==> src/rtl/utf8_to_ucs2_decoder_unit_assert.svh <==
// ----------------------------------------------------------------------------
// UTF-8 decoder assertion macros
// Shared concurrent assertion forms used by the decoder RTL.
// ----------------------------------------------------------------------------
`ifndef UTF8_TO_UCS2_DECODER_UNIT_ASSERT_SVH
`define UTF8_TO_UCS2_DECODER_UNIT_ASSERT_SVH

// The expression holds at every clock edge outside reset.
`define U2D_ASSERT_HOLDS(label, clk, rst, expr, msg) \
   label: assert property (@(posedge clk) disable iff (rst) (expr)) else $error(msg);

// The consequent holds in the same cycle as the antecedent.
`define U2D_ASSERT_IMPLIES(label, clk, rst, ante, cons, msg) \
   label: assert property (@(posedge clk) disable iff (rst) (ante) |-> (cons)) \
      else $error(msg);

// The consequent holds in the cycle after the antecedent.
`define U2D_ASSERT_NEXT(label, clk, rst, ante, cons, msg) \
   label: assert property (@(posedge clk) disable iff (rst) (ante) |=> (cons)) \
      else $error(msg);

`endif

==> src/rtl/u2d_pkg.sv <==
// ----------------------------------------------------------------------------
// UTF-8 decoder package
// Types and constants shared by the front end, queue and back end.
// ----------------------------------------------------------------------------
package u2d_pkg;

   localparam int CHAR_W = 16;
   localparam int COUNT_W = 16;
   localparam int ACCUM_W = 31;
   localparam int CONT_BITS = 6;
   localparam int RSP_TDATA_W = 40;

   localparam logic [CHAR_W-1:0] REPLACEMENT_CHAR = 16'h003F;
   localparam logic [COUNT_W-1:0] MAX_CHARS_RESET = 16'hFFFF;

   typedef enum logic [1:0] {
      STATUS_CLEAN    = 2'd0,
      STATUS_TRUNC    = 2'd1,
      STATUS_OVERFLOW = 2'd2,
      STATUS_ZERO     = 2'd3
   } status_type;

   // One queue entry: an optional character record followed by an optional
   // end-of-string record.
   typedef struct packed {
      logic                char_valid;
      logic [CHAR_W-1:0]   char_unit;
      logic                end_valid;
      status_type          status;
      logic [COUNT_W-1:0]  count;
   } evt_type;

endpackage

==> src/rtl/u2d_front.sv <==
// ----------------------------------------------------------------------------
// UTF-8 decoder front end
// Accepts one byte per cycle unless the queue is full, tracks the multi-byte
// form and the held-back character, and pushes each byte's records into the queue.
// ----------------------------------------------------------------------------
module u2d_front import u2d_pkg::*; (
   input  logic               clock,
   input  logic               reset,
   input  logic               req_tvalid,
   output logic               req_tready,
   input  logic [7:0]         req_tdata,
   input  logic [COUNT_W-1:0] max_chars,
   input  logic               queue_full,
   output logic               evt_push,
   output evt_type            evt_data
);

   logic               pend_valid_ff, pend_valid_in;
   logic [CHAR_W-1:0]  pend_char_ff, pend_char_in;
   logic [2:0]         remain_ff, remain_in;
   logic [ACCUM_W-1:0] accum_ff, accum_in;
   logic [COUNT_W-1:0] decoded_ff, decoded_in;
   logic               discard_ff, discard_in;

   logic               accept;
   logic [7:0]         in_byte;
   logic [2:0]         lead_ones;
   logic [7:0]         lead_mask;
   logic [4:0]         lead_shift;
   logic [ACCUM_W-1:0] lead_accum;
   logic [2:0]         remain_m1;
   logic [4:0]         cont_shift;
   logic [ACCUM_W-1:0] cont_accum;
   logic               is_cont;
   logic [ACCUM_W-1:0] cand_wide;
   logic [CHAR_W-1:0]  cand_char;
   logic               at_capacity;
   logic [COUNT_W-1:0] count_wo;
   logic               take_char;

   assign in_byte    = req_tdata;
   assign req_tready = !queue_full;
   assign accept     = req_tvalid && req_tready;

   // Count of leading one bits, capped at seven.
   always_comb begin
      if (!in_byte[7]) begin
         lead_ones = 3'd0;
      end else if (!in_byte[6]) begin
         lead_ones = 3'd1;
      end else if (!in_byte[5]) begin
         lead_ones = 3'd2;
      end else if (!in_byte[4]) begin
         lead_ones = 3'd3;
      end else if (!in_byte[3]) begin
         lead_ones = 3'd4;
      end else if (!in_byte[2]) begin
         lead_ones = 3'd5;
      end else if (!in_byte[1]) begin
         lead_ones = 3'd6;
      end else begin
         lead_ones = 3'd7;
      end
   end

   assign lead_mask  = 8'hFF >> ({1'b0, lead_ones} + 4'd1);
   assign lead_shift = 5'(lead_ones - 3'd1) * 5'(CONT_BITS);
   assign lead_accum = ACCUM_W'(in_byte & lead_mask) << lead_shift;

   assign remain_m1  = remain_ff - 3'd1;
   assign cont_shift = 5'(remain_m1) * 5'(CONT_BITS);
   assign cont_accum = accum_ff | (ACCUM_W'(in_byte[5:0]) << cont_shift);
   assign is_cont    = (in_byte[7:6] == 2'b10);

   // Candidate character for a single byte or a completed multi-byte form.
   assign cand_wide   = (remain_ff != 3'd0) ? cont_accum : ACCUM_W'(in_byte);
   assign cand_char   = (|cand_wide[ACCUM_W-1:CHAR_W]) ? REPLACEMENT_CHAR
                                                       : cand_wide[CHAR_W-1:0];
   assign at_capacity = (decoded_ff >= max_chars);
   assign count_wo    = (pend_valid_ff && decoded_ff != '0) ? decoded_ff - 1'b1
                                                            : decoded_ff;

   always_comb begin
      pend_valid_in = pend_valid_ff;
      pend_char_in  = pend_char_ff;
      remain_in     = remain_ff;
      accum_in      = accum_ff;
      decoded_in    = decoded_ff;
      discard_in    = discard_ff;
      evt_data      = '0;
      take_char     = 1'b0;

      if (discard_ff) begin
         if (in_byte == 8'd0) begin
            discard_in = 1'b0;
         end
      end else if (remain_ff != 3'd0) begin
         if (in_byte == 8'd0) begin
            evt_data.end_valid = 1'b1;
            evt_data.status    = STATUS_TRUNC;
            evt_data.count     = count_wo;
         end else if (!is_cont) begin
            evt_data.end_valid = 1'b1;
            evt_data.status    = STATUS_TRUNC;
            evt_data.count     = count_wo;
            discard_in         = 1'b1;
         end else begin
            accum_in  = cont_accum;
            remain_in = remain_m1;
            take_char = (remain_m1 == 3'd0);
         end
      end else if (in_byte == 8'd0) begin
         // A full buffer drops the held-back character at the terminator.
         evt_data.char_valid = pend_valid_ff && !at_capacity;
         evt_data.char_unit  = pend_char_ff;
         evt_data.end_valid  = 1'b1;
         evt_data.status     = STATUS_CLEAN;
         evt_data.count      = (pend_valid_ff && at_capacity) ? count_wo : decoded_ff;
      end else if (lead_ones == 3'd0) begin
         take_char = 1'b1;
      end else if (lead_ones == 3'd1 || lead_ones == 3'd7) begin
         // Stray continuation byte or an invalid lead byte is skipped.
      end else begin
         accum_in  = lead_accum;
         remain_in = lead_ones - 3'd1;
      end

      if (take_char) begin
         if (at_capacity) begin
            evt_data.end_valid = 1'b1;
            evt_data.status    = STATUS_OVERFLOW;
            evt_data.count     = count_wo;
            discard_in         = 1'b1;
         end else if (cand_char == '0) begin
            evt_data.char_valid = pend_valid_ff;
            evt_data.char_unit  = pend_char_ff;
            evt_data.end_valid  = 1'b1;
            evt_data.status     = STATUS_ZERO;
            evt_data.count      = decoded_ff;
            discard_in          = 1'b1;
         end else begin
            evt_data.char_valid = pend_valid_ff;
            evt_data.char_unit  = pend_char_ff;
            pend_valid_in       = 1'b1;
            pend_char_in        = cand_char;
            decoded_in          = decoded_ff + 1'b1;
         end
      end

      // Every end record starts a fresh string.
      if (evt_data.end_valid) begin
         pend_valid_in = 1'b0;
         pend_char_in  = '0;
         remain_in     = 3'd0;
         accum_in      = '0;
         decoded_in    = '0;
      end
   end

   assign evt_push = accept && (evt_data.char_valid || evt_data.end_valid);

   always_ff @(posedge clock) begin
      if (reset) begin
         pend_valid_ff <= 1'b0;
         pend_char_ff  <= '0;
         remain_ff     <= 3'd0;
         accum_ff      <= '0;
         decoded_ff    <= '0;
         discard_ff    <= 1'b0;
      end else if (accept) begin
         pend_valid_ff <= pend_valid_in;
         pend_char_ff  <= pend_char_in;
         remain_ff     <= remain_in;
         accum_ff      <= accum_in;
         decoded_ff    <= decoded_in;
         discard_ff    <= discard_in;
      end
   end

endmodule

==> src/rtl/u2d_queue.sv <==
// ----------------------------------------------------------------------------
// UTF-8 decoder record queue
// Small register queue that decouples the front end from the output stage.
// ----------------------------------------------------------------------------
`include "utf8_to_ucs2_decoder_unit_assert.svh"

module u2d_queue import u2d_pkg::*; #(
   parameter int DEPTH = 4
) (
   input  logic    clock,
   input  logic    reset,
   input  logic    push,
   input  evt_type push_data,
   output logic    full,
   input  logic    pop,
   output logic    head_valid,
   output evt_type head_data
);

   localparam int PTR_W = (DEPTH > 1) ? $clog2(DEPTH) : 1;
   localparam int CNT_W = $clog2(DEPTH + 1);

   evt_type            slot_ff [DEPTH];
   logic [PTR_W-1:0]   wr_ptr_ff, wr_ptr_in;
   logic [PTR_W-1:0]   rd_ptr_ff, rd_ptr_in;
   logic [CNT_W-1:0]   count_ff, count_in;

   assign full       = (count_ff == CNT_W'(DEPTH));
   assign head_valid = (count_ff != '0);
   assign head_data  = slot_ff[rd_ptr_ff];

   assign wr_ptr_in = !push ? wr_ptr_ff
                    : (wr_ptr_ff == PTR_W'(DEPTH - 1)) ? '0 : wr_ptr_ff + 1'b1;
   assign rd_ptr_in = !pop ? rd_ptr_ff
                    : (rd_ptr_ff == PTR_W'(DEPTH - 1)) ? '0 : rd_ptr_ff + 1'b1;

   always_comb begin
      case ({push, pop})
         2'b10:   count_in = count_ff + 1'b1;
         2'b01:   count_in = count_ff - 1'b1;
         default: count_in = count_ff;
      endcase
   end

   always_ff @(posedge clock) begin
      if (reset) begin
         wr_ptr_ff <= '0;
         rd_ptr_ff <= '0;
         count_ff  <= '0;
      end else begin
         wr_ptr_ff <= wr_ptr_in;
         rd_ptr_ff <= rd_ptr_in;
         count_ff  <= count_in;
      end
   end

   always_ff @(posedge clock) begin
      if (push) begin
         slot_ff[wr_ptr_ff] <= push_data;
      end
   end

   `U2D_ASSERT_HOLDS(a_count_range, clock, reset, count_ff <= CNT_W'(DEPTH), "queue count out of range")
   `U2D_ASSERT_IMPLIES(a_no_push_full, clock, reset, push, !full, "push into a full queue")
   `U2D_ASSERT_IMPLIES(a_no_pop_empty, clock, reset, pop, head_valid, "pop from an empty queue")
   `U2D_ASSERT_NEXT(a_count_up, clock, reset, push && !pop, count_ff == CNT_W'($past(count_ff) + 1'b1), "count did not rise on push")

endmodule

==> src/rtl/u2d_back.sv <==
// ----------------------------------------------------------------------------
// UTF-8 decoder back end
// Splits queue entries into character and end records and holds each record
// in the output register until the receiver takes it.
// ----------------------------------------------------------------------------
module u2d_back import u2d_pkg::*; (
   input  logic               clock,
   input  logic               reset,
   input  logic               head_valid,
   input  evt_type            head_data,
   output logic               pop,
   output logic               rsp_valid,
   input  logic               rsp_ready,
   output logic [CHAR_W-1:0]  rsp_code,
   output logic               rsp_is_end,
   output status_type         rsp_status,
   output logic [COUNT_W-1:0] rsp_count,
   output logic               rsp_last
);

   logic               valid_ff, valid_in;
   logic               char_sent_ff, char_sent_in;
   logic [CHAR_W-1:0]  code_ff, code_in;
   logic               is_end_ff, is_end_in;
   status_type         status_ff, status_in;
   logic [COUNT_W-1:0] count_ff, count_in;
   logic               last_ff, last_in;
   logic               load;

   // The output register may take a new record when empty or being drained.
   assign load = !valid_ff || rsp_ready;

   always_comb begin
      valid_in     = valid_ff;
      char_sent_in = char_sent_ff;
      code_in      = code_ff;
      is_end_in    = is_end_ff;
      status_in    = status_ff;
      count_in     = count_ff;
      last_in      = last_ff;
      pop          = 1'b0;

      if (load) begin
         valid_in = head_valid;
         if (head_valid) begin
            if (head_data.char_valid && !char_sent_ff) begin
               code_in      = head_data.char_unit;
               is_end_in    = 1'b0;
               status_in    = STATUS_CLEAN;
               count_in     = '0;
               last_in      = !head_data.end_valid;
               char_sent_in = head_data.end_valid;
               pop          = !head_data.end_valid;
            end else begin
               code_in      = '0;
               is_end_in    = 1'b1;
               status_in    = head_data.status;
               count_in     = head_data.count;
               last_in      = 1'b1;
               char_sent_in = 1'b0;
               pop          = 1'b1;
            end
         end
      end
   end

   always_ff @(posedge clock) begin
      if (reset) begin
         valid_ff     <= 1'b0;
         char_sent_ff <= 1'b0;
      end else begin
         valid_ff     <= valid_in;
         char_sent_ff <= char_sent_in;
      end
   end

   always_ff @(posedge clock) begin
      code_ff   <= code_in;
      is_end_ff <= is_end_in;
      status_ff <= status_in;
      count_ff  <= count_in;
      last_ff   <= last_in;
   end

   assign rsp_valid  = valid_ff;
   assign rsp_code   = code_ff;
   assign rsp_is_end = is_end_ff;
   assign rsp_status = status_ff;
   assign rsp_count  = count_ff;
   assign rsp_last   = last_ff;

endmodule

==> src/rtl/utf8_to_ucs2_decoder_unit.sv <==
// ----------------------------------------------------------------------------
// UTF-8 to UCS-2 decoder unit
// Decodes a NUL-terminated UTF-8 byte stream into 16-bit code units.
// ----------------------------------------------------------------------------
// Usage:
//   req_* carries one string byte per transaction; a zero byte ends the string.
//   rsp_* carries character records (rsp_tuser low) and one end record per
//   string (rsp_tuser high) with the end status and the final character count.
//   rsp_tlast marks the last record caused by one input byte.
//   csr_* writes max_chars, the buffer capacity with the terminator included;
//   write it only while the unit is idle.
// Timing:
//   A byte is taken every cycle while the record queue is not full. Its first
//   record is written into the queue and then loaded into the output register,
//   where rsp_tvalid rises. A byte that yields a character and an end record
//   occupies the output register for both records in turn; the QUEUE_DEPTH-entry
//   record queue between the decode front end and the output stage absorbs that.
// Reset: max_chars returns to 65535 and all string state is cleared.
// Stall: when rsp_tready is low the output record holds, the queue fills, and
//   req_tready drops once the queue is full.
// ----------------------------------------------------------------------------
module utf8_to_ucs2_decoder_unit import u2d_pkg::*; #(
   parameter int QUEUE_DEPTH = 4
) (
   input  logic                   clock,
   input  logic                   reset,
   input  logic                   req_tvalid,
   output logic                   req_tready,
   input  logic [7:0]             req_tdata,   // [7:0] in_byte
   output logic                   rsp_tvalid,
   input  logic                   rsp_tready,
   output logic [RSP_TDATA_W-1:0] rsp_tdata,   // [15:0] code_unit, [17:16] end_status,
                                               // [33:18] char_count, [39:34] zero
   output logic                   rsp_tuser,   // [0] is_end
   output logic                   rsp_tlast,
   input  logic                   csr_valid,
   output logic                   csr_ready,
   input  logic [COUNT_W-1:0]     csr_data
);

   logic [COUNT_W-1:0] max_chars_ff, max_chars_in;
   logic               queue_full;
   logic               evt_push;
   evt_type            evt_data;
   logic               head_valid;
   evt_type            head_data;
   logic               pop;
   logic [CHAR_W-1:0]  rsp_code;
   status_type         rsp_status;
   logic [COUNT_W-1:0] rsp_count;

   assign csr_ready    = 1'b1;
   assign max_chars_in = (csr_valid && csr_ready) ? csr_data : max_chars_ff;

   always_ff @(posedge clock) begin
      if (reset) begin
         max_chars_ff <= MAX_CHARS_RESET;
      end else begin
         max_chars_ff <= max_chars_in;
      end
   end

   u2d_front u_front (
      .clock      (clock),
      .reset      (reset),
      .req_tvalid (req_tvalid),
      .req_tready (req_tready),
      .req_tdata  (req_tdata),
      .max_chars  (max_chars_ff),
      .queue_full (queue_full),
      .evt_push   (evt_push),
      .evt_data   (evt_data)
   );

   u2d_queue #(
      .DEPTH (QUEUE_DEPTH)
   ) u_queue (
      .clock      (clock),
      .reset      (reset),
      .push       (evt_push),
      .push_data  (evt_data),
      .full       (queue_full),
      .pop        (pop),
      .head_valid (head_valid),
      .head_data  (head_data)
   );

   u2d_back u_back (
      .clock      (clock),
      .reset      (reset),
      .head_valid (head_valid),
      .head_data  (head_data),
      .pop        (pop),
      .rsp_valid  (rsp_tvalid),
      .rsp_ready  (rsp_tready),
      .rsp_code   (rsp_code),
      .rsp_is_end (rsp_tuser),
      .rsp_status (rsp_status),
      .rsp_count  (rsp_count),
      .rsp_last   (rsp_tlast)
   );

   assign rsp_tdata = {6'b0, rsp_count, rsp_status, rsp_code};

endmodule

==> config.mk <==
export PLATFORM = sky130hd
export DESIGN_NAME = utf8_to_ucs2_decoder_unit
export DESIGN_NICKNAME = d
export VERILOG_FILES = /design/src/rtl/u2d_pkg.sv /design/src/rtl/u2d_front.sv /design/src/rtl/u2d_queue.sv /design/src/rtl/u2d_back.sv /design/src/rtl/utf8_to_ucs2_decoder_unit.sv
export VERILOG_INCLUDE_DIRS = /design/src /design/src/rtl
export SDC_FILE = /design/constraint.sdc
export NUM_CORES = 1
export LEC_CHECK = 0
export ABC_AREA = 1
export BUFFER_PORTS_ARGS = -buffer_cell sky130_fd_sc_hd__buf_2
export CORE_MARGIN = 4
export CORE_UTILIZATION = 56
export DETAILED_ROUTE_END_ITERATION = 8
export GPL_TIMING_DRIVEN = 0
export PLACE_DENSITY = 0.75
export SYNTH_ARGS = -nofsm -noshare
export SYNTH_HDL_FRONTEND = slang
export SYNTH_HIERARCHICAL = 1
export SYNTH_SLANG_ARGS = --single-unit
==> constraint.sdc <==
create_clock -name clock -period 4.6 [get_ports clock]
set_clock_uncertainty 0.15 [all_clocks]
set_input_delay 0.69 -clock clock [delete_from_list [all_inputs] [get_ports clock]]
set_output_delay 0.69 -clock clock [all_outputs]
set_load 0.05 [all_outputs]
==> impl_metrics.yaml, run 1 <==
worst_hold_path:
  holdCritStartpoint: "csr_data[3]"
  hp-class: "input port to flop"
drt:
  vias: 12747
  dr.pass1.iters: 5
  ant_nets: 0
  via_per_inst: 5.620
  drc_errors: 0
  wl_per_cell_um: 18.14
  drt_first_iter_violations: 1109
  drt_wl_total_um: 41140
power:
  peakVddDrop_v: 0.0007118
  switching_share_pct: 46.36
  power.switching_mw: 6.008
  power.internal_mw: 6.951
  p_seq_share_pct: 26.6
  total_leakage_power_nw: 7.154
  power_frac_clock_pct: 17.4
  pwr-share-comb_pct: 56.0
  power.density_nw_per_um2: 745.1
final_layout:
  fillerInstances: 2107
  stdcell_count: 2268
  mostFrequentLayoutCell: "nand2_1"
  syn2layout_area_growth_pct: 15.87
  diodes: 0
  drive_gt1_share_pct: 20.59
  final_cell_mix: "nand2_1 (305), nor2_1 (238), edfxtp_1 (180)"
  final_area_um2: 17390
  layout.nets: 1977
place:
  place.gp.congestion: 1.023
  dp_hpwl_um: 28230
  dp.cells: 2169
  placed_cell_area_um2: 15790
  io_buffers: 65
synthesis:
  synth-edff-count: 180
  synth-main-ff-cell: "edfxtp_1"
  netlist_area_um2: 15010
  yosys_warnings: 6
  syn_avg_cell_area_um2: 8.509
  ys_ff_latch: 275
  syn_inst: 1764
  ys_seq_area_share_pct: 48.68
  synth_cell_types: 57
  synthArstFlopShare_pct: 0
setup_path:
  critPathMaxFanout: 10
  reg2reg_from: "u_front/remain_ff[1]"
  crit_path_start: "u_front/remain_ff[1]"
  end_kind: "flop"
  worstPathArrival_ns: 4.72
  startpoint_type: "flop"
  r2r_slack_ns: 0.17
  worstSetupPathType: "flop to flop"
  cp.required_ns: 4.89
sta:
  slew_headroom_pct: 27.53
  fin_crit_sh_pct: 96.24
  hold_violations: 0
  setup_violations: 0
  max_freq_mhz: 225.9
  timing.final.crit_period_ns: 4.427
  drv_slew: 0
  worst_pin_slew_ns: 1.073
cts:
  cts_buffers: 28
  clk_latency_ns: 0.55
  cts_tree: "built"
  cts_hold_buf: 0
  htree_levels: 1
  path_clk_slew_ns: 0.06
  root_buffer: "clkbuf_16"
  cts_sinks: 275
  clk_path_buf_depth: 3
die:
  pin_count: 74
  die_w_um: 171.7
  fp.dieH_um: 171.7
  rows: 59
  coreArea_um2: 26210
  fp.dieArea_um2: 29490
  initial_utilization_pct: 57.27
global_routing:
  grt_remaining_overflow: 0
  grt_usage_pct: 27.14
  antenna_found_initial: 0
  grt_max_degree: 37
  grt_first_pass_wirelength_um: 63200
  first_global_vias: 12001
flow_run:
  max-cap-violations: 0
run_status:
  status: "finished clean"
flip-flops by register name, indices dropped and copies added (netlist names), named ones only:
name                   count
u_back/rsp_code           16
u_front/pend_valid_ff      1
u_front/remain_ff          3
max_chars_ff              16
u_front/discard_ff         1
u_queue/slot_ff          144
u_front/accum_ff          31
u_front/pend_char_ff      16
u_front/decoded_ff        16
u_back/rsp_is_end          1
u_queue/wr_ptr_ff          2
u_back/char_sent_ff        1
u_back/rsp_status          2
u_queue/count_ff           3
u_queue/rd_ptr_ff          2
u_back/rsp_valid           1
u_back/rsp_count          16
u_back/rsp_last            1
power groups by stage:
stage                     Sequential [mW]  Clock [mW]  Combinational (mW)
after detailed placement             3.49           0                6.22
after CTS                            3.44        2.28                6.52
after global routing                 3.49        2.38                7.84
final                                3.44        2.25                7.26
after floorplan                      4.05           0                4.08
after global placement               3.48           0                6.14
Yosys cell counts, types with 2 or more instances:
cell type,count,area share [%]
buf_6,17,1.3
or2_2,2,0.083
clkbuf_1,36,0.90
xor2_1,29,1.7
nor2_2,39,1.6
edfxtp_1,180,36
and3_1,2,0.083
o21ai_2,25,1.5
nand3_1,88,2.9
nor4_1,4,0.17
nor3_1,21,0.70
nand4_1,53,2.2
o211ai_1,16,0.80
buf_1,4,0.10
o22ai_1,35,1.5
nand2_2,15,0.63
buf_2,22,0.73
nor2_1,247,6.2
o21a_1,5,0.25
o221ai_1,2,0.12
a31oi_1,6,0.25
o21ai_1,29,0.97
a21oi_1,82,2.7
dfxtp_1,95,13
nand2_4,5,0.38
o21ai_0,79,2.6
inv_2,4,0.10
inv_6,2,0.12
buf_4,17,0.85
fa_1,3,0.40
o31ai_1,2,0.10
nand2_1,319,8.0
o21bai_1,3,0.15
o22ai_2,18,1.5
o2111ai_1,4,0.23
ha_1,34,2.8
nand3_2,11,0.73
clkinv_1,6,0.15
inv_1,184,4.6
conb_1,2,0.050
final cells by class:
type	instances	area (um2)	area share, %
well taps	335	419.2	2.410
clock buffers	38	769.5	4.424
clock inverters	14	140.1	0.8058
repair inverters	4	30.03	0.1727
plain buffers	98	624.3	3.590
inverters	199	819.5	4.712
multi-input cells	1196	6566	37.76
repair buffers	109	709.4	4.079
flip-flops and latches	275	7313	42.05
path summary, 6_finish.rpt:
check | end | cells after the start
max | u_queue/count_ff[2] | 21
min | max_chars_ff[3] | 3
max reg2reg | u_queue/count_ff[2] | 21
min reg2reg | max_chars_ff[1] | 2
logic make-up (layout without fill, tap and decap cells):
group / count (synthesis) / in the layout / share of synthesized area (%)
buffers and inverters: 298 / 462 / 9.270
AND/OR/NAND/NOR: 809 / 809 / 23.98
flip-flops: 275 / 275 / 48.68
XOR/XNOR: 30 / 30 / 1.751
adder cells (fa/ha/maj): 37 / 37 / 3.234
AO/OA/AOI/OAI: 313 / 313 / 13.03
other: 2 / 7 / 0.05004
critical path: stages (launching register included):
cell and delay, ns:
dfxtp_2 0.32, inv_2 0.10, ha_4 0.14, inv_1 0.04
nor2_2 0.38, inv_1 0.20, clkbuf_1 0.29, buf_2 0.29
nor2_4 0.28, inv_1 0.20, nor2_4 0.25, o21ai_0 0.15
nor2_2 0.30, o21bai_1 0.14, inv_2 0.12, inv_2 0.07
ha_4 0.18, fa_2 0.40, nand2_2 0.08, nand4_1 0.10
nand2_1 0.07, nor2_1 0.04
per-stage QoR:
step	util, %	setup slack, ns	TNS (ns)	hold slack [ns]	power [mW]
floorplan	-	0.002849	0	0.2789	8.130
global placement	60.24	-1.034	-149.07	0.2941	9.614
detailed placement	60.24	-1.092	-159.17	0.2982	9.709
CTS	65.00	0.008128	0	0.1781	12.25
global route	66.36	-0.07161	-0.07210	0.1999	13.72
finish	66.36	0.1728	0	0.2021	12.96
metal layers:
layer	wire length (um)	part of all wire [%]	vias up	GRT usage, %
met1	16930	41	5897	35.69
met3	3254	7.9	77	4.160
met5	0	0	-	0
li1	-	-	6212	-
met4	1084	2.6	0	8.198
met2	19880	48	561	46.55
what timing repair did:
item	CTS	global route
endpoints found under the setup margin	197	147
gates resized for setup	37	55
hold endpoints to repair	0	0
setup buffers	18	25
cloned	4	1
pin swaps	4	29
Power figures use the tool's default switching activity.
==> run 2, diff against run 1 <==
Settings changed: GPL_TIMING_DRIVEN 0 to unset, SKIP_LAST_GASP set to 1.
==> run 2 against run 1 <==
  * First-iteration DRC count shrank 11%
  * Largest cell class unchanged
  * Highest routed layer unchanged
  * Register-to-register slack lost 0.16 ns
  * Wire length shrank 9.9%
  * Final cell count shrank 3.8%
  * Core utilization shrank 2.7 points
==> impl_metrics.yaml, run 2 (synthesis results as in run 1) <==
sta:
  holdWs_ns: 0.2005
  worst_pin_slew_ns: 0.8853
  timing.final.crit_period_ns: 4.591
  hold_violations: 0
  slew_headroom_pct: 40.23
  rsz0062_at_grt: "yes"
  setup_violations: 0
  setup_ws_ns: 0.009180
  drv_slew: 0
  max_freq_mhz: 217.8
  fin_crit_sh_pct: 99.80
cts:
  cts_tree: "built"
  htree_levels: 1
  root_buffer: "clkbuf_16"
  clk_path_buf_depth: 3
  cts_sinks: 275
  clk_latency_ns: 0.55
  path_clk_slew_ns: 0.06
  cts_buffers: 29
final_layout:
  layout.nets: 1891
  largest_register: "u_queue/slot_ff"
  ff_latch_area_um2: 7311
  reg_top3: "u_queue/slot_ff: 144 flops, u_front/accum_ff: 31 flops"
  diodes: 0
  largest_reg_flops: 144
  mostFrequentLayoutCell: "nand2_1"
  syn2layout_area_growth_pct: 11.20
  fin_util_pct: 63.69
  multiInputGateArea_um2: 6439
  final_cell_mix: "nand2_1 (310), nor2_1 (242), edfxtp_1 (180)"
  drive_gt1_share_pct: 17.54
  fillerInstances: 2176
drt:
  vias: 12328
  highest-signal-layer: "met4"
  via_per_inst: 5.650
  ant_nets: 0
  drt_wl_total_um: 37070
  met1_length_um: 16270
  route.met3.wl_um: 2598
  wl_met2_um: 17280
  drt_first_iter_violations: 985
  drc_errors: 0
  wl_per_cell_um: 16.99
  dr.pass1.iters: 5
place:
  place.gp.congestion: 0.9891
  post-place-ws_ns: -0.04360
  dp_hpwl_um: 25590
  io_buffers: 66
flow_run:
  max-cap-violations: 0
global_routing:
  first_global_vias: 11432
  grt_first_pass_wirelength_um: 58980
  grt_remaining_overflow: 0
  antenna_found_initial: 0
  grt_max_degree: 62
  grt_usage_pct: 24.75
setup_path:
  critical_path.endpoint: "u_queue/count_ff[1]"
  cp_slowest_cell: "fa_2"
  r2r_cells: 32
  end_kind: "flop"
  rr_endpoint: "u_queue/count_ff[1]"
  r2r_slack_ns: 0.009
  max_stage_delay_ns: 0.44
  critPathMaxFanout: 15
  cp.required_ns: 4.86
  startpoint_type: "flop"
  worstPathArrival_ns: 4.85
  cpMostUsedCell: "nand2_1"
  crit_path_start: "u_front/remain_ff[0]"
  worstSetupPathType: "flop to flop"
  reg2reg_from: "u_front/remain_ff[0]"
die:
  pin_count: 74
  coreArea_um2: 26210
  fp.dieH_um: 171.7
  rows: 59
  die_w_um: 171.7
  fp.dieArea_um2: 29490
  initial_utilization_pct: 57.27
power:
  peakVddDrop_v: 0.0009324
  total_leakage_power_nw: 6.869
  power_mw: 12.11
  power.density_nw_per_um2: 725.8
run_status:
  status: "finished clean"
worst_hold_path:
  hp-class: "input port to flop"
[run 2: cell types whose count changed in the layout (fill, tap and decap cells not counted), moves of 6 or more]
| cell | previous run | this run |
|---|---|---|
| nand3_1 | 78 | 86 |
| inv_1 | 170 | 176 |
| buf_6 | 19 | 2 |
| buf_2 | 85 | 66 |
| clkbuf_1 | 43 | 10 |
| nand3_2 | 20 | 13 |
[run 2: timing repair]
action | CTS | global route
hold buffers | 0 | 0
resized for setup | 5 | 35
setup endpoints to repair | 2 | 141
cloned | 0 | 1
buffers inserted | 0 | 5
pin swaps | 1 | 10
[run 2: routing by layer]
metal,vias up,track usage [%]
li1,6054,-
met1,5743,34.41
met2,452,41.15
met3,79,3.333
met4,0,6.511
met5,-,0
[run 2: layout make-up]
cell class | count | area share [%]
flip-flops and latches | 275 | 43.80
clock inverters | 13 | 0.7422
inverters | 199 | 4.760
multi-input cells | 1196 | 38.58
well taps | 335 | 2.511
repair buffers | 124 | 4.948
clock buffers | 40 | 4.656
[run 2: worst min path at each step]
stage	startpoint	end	slack [ns]	cells past startpoint
after floorplan	max_chars_ff[13]	max_chars_ff[13]	0.28	2
after global placement	max_chars_ff[3]	max_chars_ff[3]	0.29	2
after detailed placement	max_chars_ff[1]	max_chars_ff[1]	0.29	2
after CTS	csr_data[0]	max_chars_ff[0]	0.18	3
after global routing	csr_data[11]	max_chars_ff[11]	0.19	3
final	csr_data[1]	max_chars_ff[1]	0.20	3
[run 2: stage by stage]
| step | area, um2 | cells | setup TNS (ns) |
|---|---|---|---|
| 2_1_floorplan | 15040 | 1769 | 0 |
| 3_3_place_gp | 15600 | 2124 | 0 |
| 4_1_cts | 16520 | 2177 | 0 |
| 5_1_grt | 16690 | 2182 | -5.255 |
| 3_5_place_dp | 15600 | 2124 | -0.04360 |
| 6_report | 16690 | 2182 | 0 |
[run 2: critical path, delay by kind of cell (launching register included)]
family | cells | cell delay (ns)
AO/OA/AOI/OAI | 3 | 0.47
XOR/XNOR | 1 | 0.19
adder cells (fa/ha/maj) | 4 | 1.11
buffers and inverters | 7 | 0.76
flip-flops | 1 | 0.32
AND/OR/NAND/NOR | 17 | 1.44
[run 2: power by group]
part           internal (mW)  leakage [nW]  switching, mW
clock network           1.29         0.426          0.933
logic                   2.01          3.92           4.40
registers               3.24          2.52          0.244
total                   6.53          6.87           5.58
==> run 3, diff against run 2 <==
Settings changed: BUFFER_PORTS_ARGS -buffer_cell sky130_fd_sc_hd__buf_2 to unset, CORE_ASPECT_RATIO set to 1.5, CORE_UTILIZATION 56 to 58, DONT_BUFFER_PORTS set to 1, PLACE_DENSITY 0.75 to unset, PLACE_DENSITY_LB_ADDON set to 0.12.
==> run 3 against run 2 <==
  * Global-route usage grew 1.1 points
  * First-iteration DRC count shrank 23%
  * Maximum frequency grew 7.5%
  * Non-clock buffer count shrank 58
  * Sequential power grew 18%
  * Via count shrank 1.8%
==> impl_metrics.yaml, run 3 (synthesis results as in run 1) <==
setup_path:
  cp_num_buf_inv: 7
  cpLargestDelayFamily: "simple AND/OR/NAND/NOR gates"
  worstPathArrival_ns: 4.60
  critical_path.endpoint: "u_queue/count_ff[2]"
  crit_path_start: "u_front/remain_ff[0]"
  cp_slowest_cell: "fa_2"
  worstSetupPathType: "flop to flop"
  max_stage_delay_ns: 0.38
  end_kind: "flop"
  cpMostUsedCell: "nand2_1"
  r2r_slack_ns: 0.33
  reg2reg_from: "u_front/remain_ff[0]"
  critPathMaxFanout: 9
  cp_num_cells: 34
  cp.required_ns: 4.93
  startpoint_type: "flop"
  r2r_cells: 34
  rr_endpoint: "u_queue/count_ff[2]"
flow_run:
  max-cap-violations: 0
cts:
  cts_buffers: 27
  cts_tree: "built"
  cts_sinks: 275
  clk_latency_ns: 0.54
  path_clk_slew_ns: 0.06
  root_buffer: "clkbuf_16"
  htree_levels: 1
  cts_hold_buf: 0
  clk_path_buf_depth: 3
sta:
  setup_tns_ns: 0
  setup_ws_ns: 0.3277
  worst_pin_slew_ns: 0.7719
  drv_slew: 0
  fin_crit_sh_pct: 92.88
  hold_violations: 0
  slew_headroom_pct: 48.22
  setup_violations: 0
  timing.final.crit_period_ns: 4.272
  max_freq_mhz: 234.1
die:
  rows: 71
  die_w_um: 139.3
  fp.dieH_um: 205.0
  pin_count: 74
  initial_utilization_pct: 59.28
  fp.dieArea_um2: 28570
  coreArea_um2: 25320
run_status:
  status: "finished clean"
drt:
  wl_met2_um: 18550
  met1_length_um: 15050
  via_per_inst: 5.731
  drt_first_iter_violations: 763
  dr.pass1.iters: 6
  drt_wl_total_um: 37500
  highest-signal-layer: "met4"
  vias: 12109
  wl_per_cell_um: 17.75
  drc_errors: 0
  route.met3.wl_um: 1933
  ant_nets: 0
final_layout:
  fillerInstances: 2185
  layout.nets: 1831
  reg_top3: "u_queue/slot_ff: 144 flops, u_front/accum_ff: 31 flops"
  largest_reg_flops: 144
  diodes: 0
  largest_register: "u_queue/slot_ff"
  final_cell_mix: "nand2_1 (315), nor2_1 (243), edfxtp_1 (180)"
  final_area_um2: 16330
  drive_gt1_share_pct: 14.96
  mostFrequentLayoutCell: "nand2_1"
  syn2layout_area_growth_pct: 8.811
worst_hold_path:
  hp-class: "input port to flop"
  holdPathStages: 1
power:
  power_mw: 12.03
  peakVddDrop_v: 0.0008505
  total_leakage_power_nw: 6.621
  power.density_nw_per_um2: 736.7
place:
  io_buffers: 0
  dp_hpwl_um: 25890
  post-place-ws_ns: -0.1124
  placed_cell_area_um2: 15270
  place.gp.congestion: 0.9846
global_routing:
  grt_remaining_overflow: 0
  grt_max_degree: 73
  first_global_vias: 11717
  antenna_found_initial: 0
  grt_usage_pct: 25.90
  grt_first_pass_wirelength_um: 60110
run 3: power breakdown:
part	switching (mW)	internal (mW)
clock	0.925	1.24
combinational	3.76	2.01
sequential	0.842	3.26
total	5.52	6.51
run 3: routing by layer:
| metal | track usage [%] | vias to the layer above |
|---|---|---|
| met5 | 0 | - |
| met4 | 13.22 | 0 |
| met3 | 3.153 | 110 |
| met2 | 45.57 | 414 |
| met1 | 31.18 | 5674 |
| li1 | - | 5911 |
run 3: layout make-up:
| cell class | count | area (um2) | share of cell area [%] |
|---|---|---|---|
| Multi-Input combinational cell | 1196 | 6421 | 39.32 |
| Sequential cell | 275 | 7311 | 44.76 |
| Inverter | 199 | 797.0 | 4.880 |
| Timing Repair Buffer | 66 | 521.8 | 3.195 |
| Clock inverter | 15 | 143.9 | 0.8810 |
| Tap cell | 328 | 410.4 | 2.513 |
| Clock buffer | 34 | 726.9 | 4.451 |
run 3: worst min path at each step:
stage	from	endpoint
5_1_grt	reset	u_front/pend_char_ff[1]
4_1_cts	reset	u_front/pend_char_ff[2]
2_1_floorplan	max_chars_ff[13]	max_chars_ff[13]
3_5_place_dp	max_chars_ff[2]	max_chars_ff[2]
3_3_place_gp	max_chars_ff[3]	max_chars_ff[3]
6_report	reset	u_front/decoded_ff[1]
run 3: what timing repair did:
item / 4_1_cts / 5_1_grt
buffers inserted: 4 / 9
endpoints found under the setup margin: 2 / 161
pin swaps: 2 / 8
cloned: 0 / 1
gates resized for setup: 5 / 24
run 3: stage by stage:
| stage | utilization (%) | cells | hold WS (ns) |
|---|---|---|---|
| floorplan | - | 1769 | 0.2789 |
| global placement | 60.31 | 2050 | 0.2923 |
| detailed placement | 60.31 | 2050 | 0.2965 |
| CTS | 63.93 | 2103 | 0.05285 |
| global route | 64.51 | 2113 | 0.06703 |
| finish | 64.51 | 2113 | 0.07902 |
